`src/rtl/core/rgps_pkg.sv`:
```
`timescale 1ns / 1ps
// ----------------------------------------------------------------------------
// rgps_pkg
// Shared types and constants for the radius graph pair scan.
// ----------------------------------------------------------------------------
package rgps_pkg;

    localparam int NCELL     = 2;
    localparam int TAGW      = 1;
    localparam int DATA_W    = 16;
    localparam int DIST_W    = 40;
    localparam int ECNT_W    = 15;
    localparam int CFG_AW    = 2;
    localparam int CFG_DW    = 16;
    localparam int DRAIN     = NCELL + 5;
    localparam int DRAIN_W   = 4;

    localparam logic [DIST_W-1:0] DIST_MAX = '1;

    typedef enum logic [CFG_AW-1:0] {
        REG_GRAPH_KIND  = 2'd0,
        REG_RESPONDENTS = 2'd1,
        REG_ITEMS       = 2'd2,
        REG_RADIUS      = 2'd3
    } t_reg_idx;

    typedef enum logic [2:0] {
        ST_IDLE,
        ST_DIV,
        ST_WR,
        ST_SCAN,
        ST_DRAIN,
        ST_SUM,
        ST_THR,
        ST_RES
    } t_state;

endpackage

```
`src/rtl/core/rgps_cell.sv`:
```
`timescale 1ns / 1ps
// ----------------------------------------------------------------------------
// rgps_cell
// Chain cell: passes element pairs on and sums squared differences of its own.
// ----------------------------------------------------------------------------
module rgps_cell #(
    parameter int IDX = 0,
    parameter int SW  = 41
) (
    input  logic                              i_clk,
    input  logic                              i_rst_n,
    input  logic                              i_clear,
    input  logic                              i_vld,
    input  logic [rgps_pkg::TAGW-1:0]         i_tag,
    input  logic signed [rgps_pkg::DATA_W-1:0] i_a,
    input  logic signed [rgps_pkg::DATA_W-1:0] i_b,
    output logic                              o_vld,
    output logic [rgps_pkg::TAGW-1:0]         o_tag,
    output logic signed [rgps_pkg::DATA_W-1:0] o_a,
    output logic signed [rgps_pkg::DATA_W-1:0] o_b,
    output logic [SW-1:0]                     o_acc
);
    import rgps_pkg::*;

    logic                    w_take;
    logic                    r_d_vld;
    logic signed [DATA_W:0]  r_d;
    logic signed [DATA_W:0]  w_neg;
    logic [DATA_W-1:0]       w_mag;
    logic                    r_sq_vld;
    logic [2*DATA_W-1:0]     r_sq;
    logic [SW-1:0]           r_acc;

    assign w_take = i_vld && (i_tag == TAGW'(IDX));
    assign w_neg  = -r_d;
    assign w_mag  = r_d[DATA_W] ? w_neg[DATA_W-1:0] : r_d[DATA_W-1:0];

    always_ff @(posedge i_clk) begin
        if (!i_rst_n) begin
            o_vld    <= 1'b0;
            r_d_vld  <= 1'b0;
            r_sq_vld <= 1'b0;
            r_acc    <= '0;
        end else begin
            o_vld    <= i_vld;
            r_d_vld  <= w_take;
            r_sq_vld <= r_d_vld;
            if (i_clear) begin
                r_acc <= '0;
            end else if (r_sq_vld) begin
                r_acc <= r_acc + SW'(r_sq);
            end
        end
        o_tag <= i_tag;
        o_a   <= i_a;
        o_b   <= i_b;
        r_d   <= (DATA_W+1)'(i_a) - (DATA_W+1)'(i_b);
        r_sq  <= (2*DATA_W)'(w_mag) * (2*DATA_W)'(w_mag);
    end

    assign o_acc = r_acc;

endmodule

```
`config.mk`:
```
export PLATFORM = sky130hd
export DESIGN_NAME = rgps_cell
export DESIGN_NICKNAME = d
export VERILOG_FILES = /design/src/rtl/core/rgps_pkg.sv /design/src/rtl/core/rgps_cell.sv
export SDC_FILE = /design/constraint.sdc
export NUM_CORES = 1
export LEC_CHECK = 0
export BUFFER_PORTS_ARGS = -buffer_cell sky130_fd_sc_hd__clkbuf_2
export CAP_MARGIN = 20
export CORE_MARGIN = 2
export CORE_UTILIZATION = 57
export CTS_CLUSTER_SIZE = 24
export DETAILED_ROUTE_END_ITERATION = 7
export GPL_TIMING_DRIVEN = 0
export PLACE_DENSITY = 0.77
export SLEW_MARGIN = 5
export SYNTH_ARGS = -nofsm -noshare
export SYNTH_HDL_FRONTEND = slang
export SYNTH_SLANG_ARGS = --single-unit
```
`constraint.sdc`:
```
create_clock -name i_clk -period 9.5 [get_ports i_clk]
set_input_delay 0.95 -clock i_clk [delete_from_list [all_inputs] [get_ports i_clk]]
set_output_delay 0.95 -clock i_clk [all_outputs]
set_load 0.02 [all_outputs]
```
==> summary.md <==
| Metric | Value |
|---|---|
| Status | `finished, final reports clean` |
| Syn_area_per_cell | `8.85 um^2` |
| CTS H-Tree Depth | `4` |
| Critical path startpoint | `r_d[5]` |
| Vias | `~11000` |
| Mapped Cells | `roughly 1500` |
| Initial Utilization | `0.582` |
| Critical-path maximum fanout | `9` |
| TritonCTS clock tree | `yes` |
| ANT cells | `0` |
| Critical setup path kind | `flop to flop` |
| Layout cells sized above 1 | `0.118` |
| Max Slew Vio Count | `0` |
| Clk root buf | `clkbuf_16` |
| Crit path depth | `25` |
| Largest net degree at the start of global routing | `17` |
| Final Wtd Congestion | `between 0.9 and 1` |
| Rel. slew slack | `0.338` |
| Avg Vias per Cell | `5.60` |
| Die area | `0.0244 mm^2` |
| Clock buffer count from CTS | `17` |
| Critical Path Most Common Cell | `fa_1` |
| Wire per inst | `16.9 um` |
| DR iter-0 viols | `about 760` |
| Endpoints failing hold | `0` |
| Met2 GRT Util | `0.480` |
| Worst Hold Class | `flop to flop` |
| Crit end category | `flop` |
| Worst reg2reg setup slack | `~0.29 ns` |
| Max cap viols | `0` |
| Crit path launch type | `flop` |
| Synthesized cell area | `about 0.013 mm^2` |
| Largest stage delay on the critical path | `0.58 ns` |
| Worst-case clock skew | `0.0149 ns` |
| R2r worst-path depth | `25` |
| Sink Count | `125` |
| CP endpoint | `r_sq[29]` |
| Most used DFF post-synth | `dfxtp_1` |
| Count of final setup violators | `0` |
| Seq/Total Area, Yosys | `0.189` |
| Period utilization | `0.970` |
| Number of flops mapped to enable cells by yosys | `0` |
| Critical Path AT | `9.49 ns` |
| I/O Buffers | `between 100 and 150` |
| Final HPWL DP | `25600 um` |
| Worst-skew pair later-pin latency | `about 0.43 ns` |
| Rows | `55` |
| Reg-to-Reg End | `r_sq[29]` |
| Met1 Usage GRT | `0.344` |
| Max Buffers Root-to-Sink | `2` |
| Vias in the first global route | `11100` |
| Yosys warning total | `0` |
| Layout area overhead | `13.0%` |
| Crit path time final | `9.21 ns` |
| CP max stage cell | `fa_1` |
| Setup_tns | `0 ns` |
| GR Util met3 | `0.0532` |
| Reg clk slew, reported paths | `around 0.06 ns` |
| Top-Level Pins | `112` |
| GRT Total Usage | `0.276` |
| CP required | `roughly 10 ns` |
| Global route overflow | `0` |
| ANT nets after route | `0` |
| First-pass GRT wire length | `53700 um` |
| Layer with the highest usage | `met2` |
| Commonest non-fill, non-tap cell in the layout | `inv_1` |
| DR DRC count | `0` |
| Core area | `~0.023 mm^2` |
| Crit Reg-Reg Startpoint | `r_d[5]` |
| Async SR Flop Fraction | `0` |
| WP buf/inv | `5` |
| Delay-heaviest family, CP | `adder cells` |
| Layout Nets | `1987` |
| Drt pass-1 iters | `5` |
| Die width | `156 um` |
| Distinct cell type count after synthesis | `68` |
| Most frequent cells in the layout | `275 x inv_1, 166 x fa_1, 147 x ha_1, 129 x nor2_1, 125 x dfxtp_1` |
| #FFs+latches synth | `125` |
| Initial antenna violation count | `0` |
| Post-route worst setup slack | `0.287 ns` |
| Worst slew pin tran | `0.990 ns` |
| Post-Place Worst Slack | `-0.212 ns` |
| Final wirelength | `32600 um` |
| Syn Nets | `1844` |
| Die H | `about 160 um` |
| Highest Clock Rate | `109 MHz` |
| Final core area utilization | `0.658` |
==> repair_timing <==
action	in CTS	in global routing
endpoints found under the setup margin	5	9
hold buffers	0	0
resized for setup	4	12
gates cloned	0	0
pin swaps	0	4
setup buffers	0	12
==> synth_stat cells, types with 11 or more instances <==
master / instances / area [um^2]
inv_1: 275 / 1030
fa_1: 166 / 3320
ha_1: 147 / 1840
nor2_1: 129 / 484
dfxtp_1: 125 / 2500
nand2_1: 123 / 462
a21oi_1: 70 / 350
xnor2_1: 49 / 429
o21ai_0: 45 / 225
a21o_1: 31 / 233
xor2_1: 31 / 272
nand3_1: 28 / 140
clkbuf_1: 23 / 86.3
mux2i_1: 21 / 210
nor3_1: 19 / 95.1
nand2b_1: 17 / 106
o31ai_1: 14 / 105
nor2b_1: 13 / 81.3
nand4_1: 12 / 75.1
a211oi_1: 11 / 82.6
==> area by class of cell <==
cell class	instances	area, um^2
tap	285	357
clock inverter	13	165
sequential	125	2500
timing repair buffer	124	653
clock buffer	19	443
buffer	32	133
multi-input combinational	1053	9610
inverter	284	1070
fill	1885	7770
==> worst reg2reg max path, stage by stage (launching register included) <==
cell and delay [ns]:
dfxtp_1 0.38, nor4_1 0.52, nand2_1 0.30, o21ai_0 0.48, xor2_2 0.57, clkinv_1 0.56
nand2_1 0.24, fa_1 0.47, fa_1 0.50, inv_1 0.05, fa_1 0.50, fa_1 0.48
fa_1 0.55, inv_1 0.06, fa_1 0.58, inv_1 0.06, ha_1 0.29, clkbuf_1 0.19
a21oi_1 0.25, a21oi_1 0.11, a211oi_1 0.39, o22ai_1 0.29, o31ai_1 0.38, a21oi_1 0.15
or2_2 0.33, o311ai_0 0.40
==> cells by family (layout without fill, tap and decap cells) <==
logic type      count (synthesis)  in the layout  share of synthesized area
simple gates                  390            390                      0.135
buf+inv                       316            472                     0.0905
fa+ha+maj                     313            313                      0.390
compound gates                247            247                      0.124
flops                         125            125                      0.189
xor+xnor                       81             81                     0.0542
mux                            22             22                     0.0167
==> layer usage <==
layer / vias to the layer above / part of all wire
met4: 0 / 0.029
met5: - / 0
met3: 69 / 0.069
li1: 5154 / -
met2: 430 / 0.49
met1: 5184 / 0.41
==> flip-flops by register name, indices dropped and copies added (netlist names) <==
register / flops
o_a: 16
o_acc: 41
o_b: 16
o_tag: 1
o_vld: 1
r_d: 17
r_d_vld: 1
r_sq: 31
r_sq_vld: 1
==> worst min path at each step <==
stage                  from       end  slack, ns  cells after the start
global placement    r_d_vld  r_sq_vld       0.41                      1
finish              r_d_vld  r_sq_vld       0.43                      1
CTS                 r_d_vld  r_sq_vld       0.44                      1
floorplan            r_d[0]   r_sq[0]       0.38                      0
detailed placement  r_d_vld  r_sq_vld       0.42                      1
global route        r_d_vld  r_sq_vld       0.45                      1
==> through the flow <==
stage          std cells  hold slack, ns  cell area (um^2)
2_1_floorplan       1494           0.383             13200
3_5_place_dp        1890           0.423             14100
4_1_cts             1922           0.436             14800
5_1_grt             1935           0.448             14900
6_report            1935           0.435             14900
3_3_place_gp        1890           0.415             14100
Power is left out: the tool's default activity adds up to more than one toggle a clock period on the data nets, which glitch-free logic cannot reach.
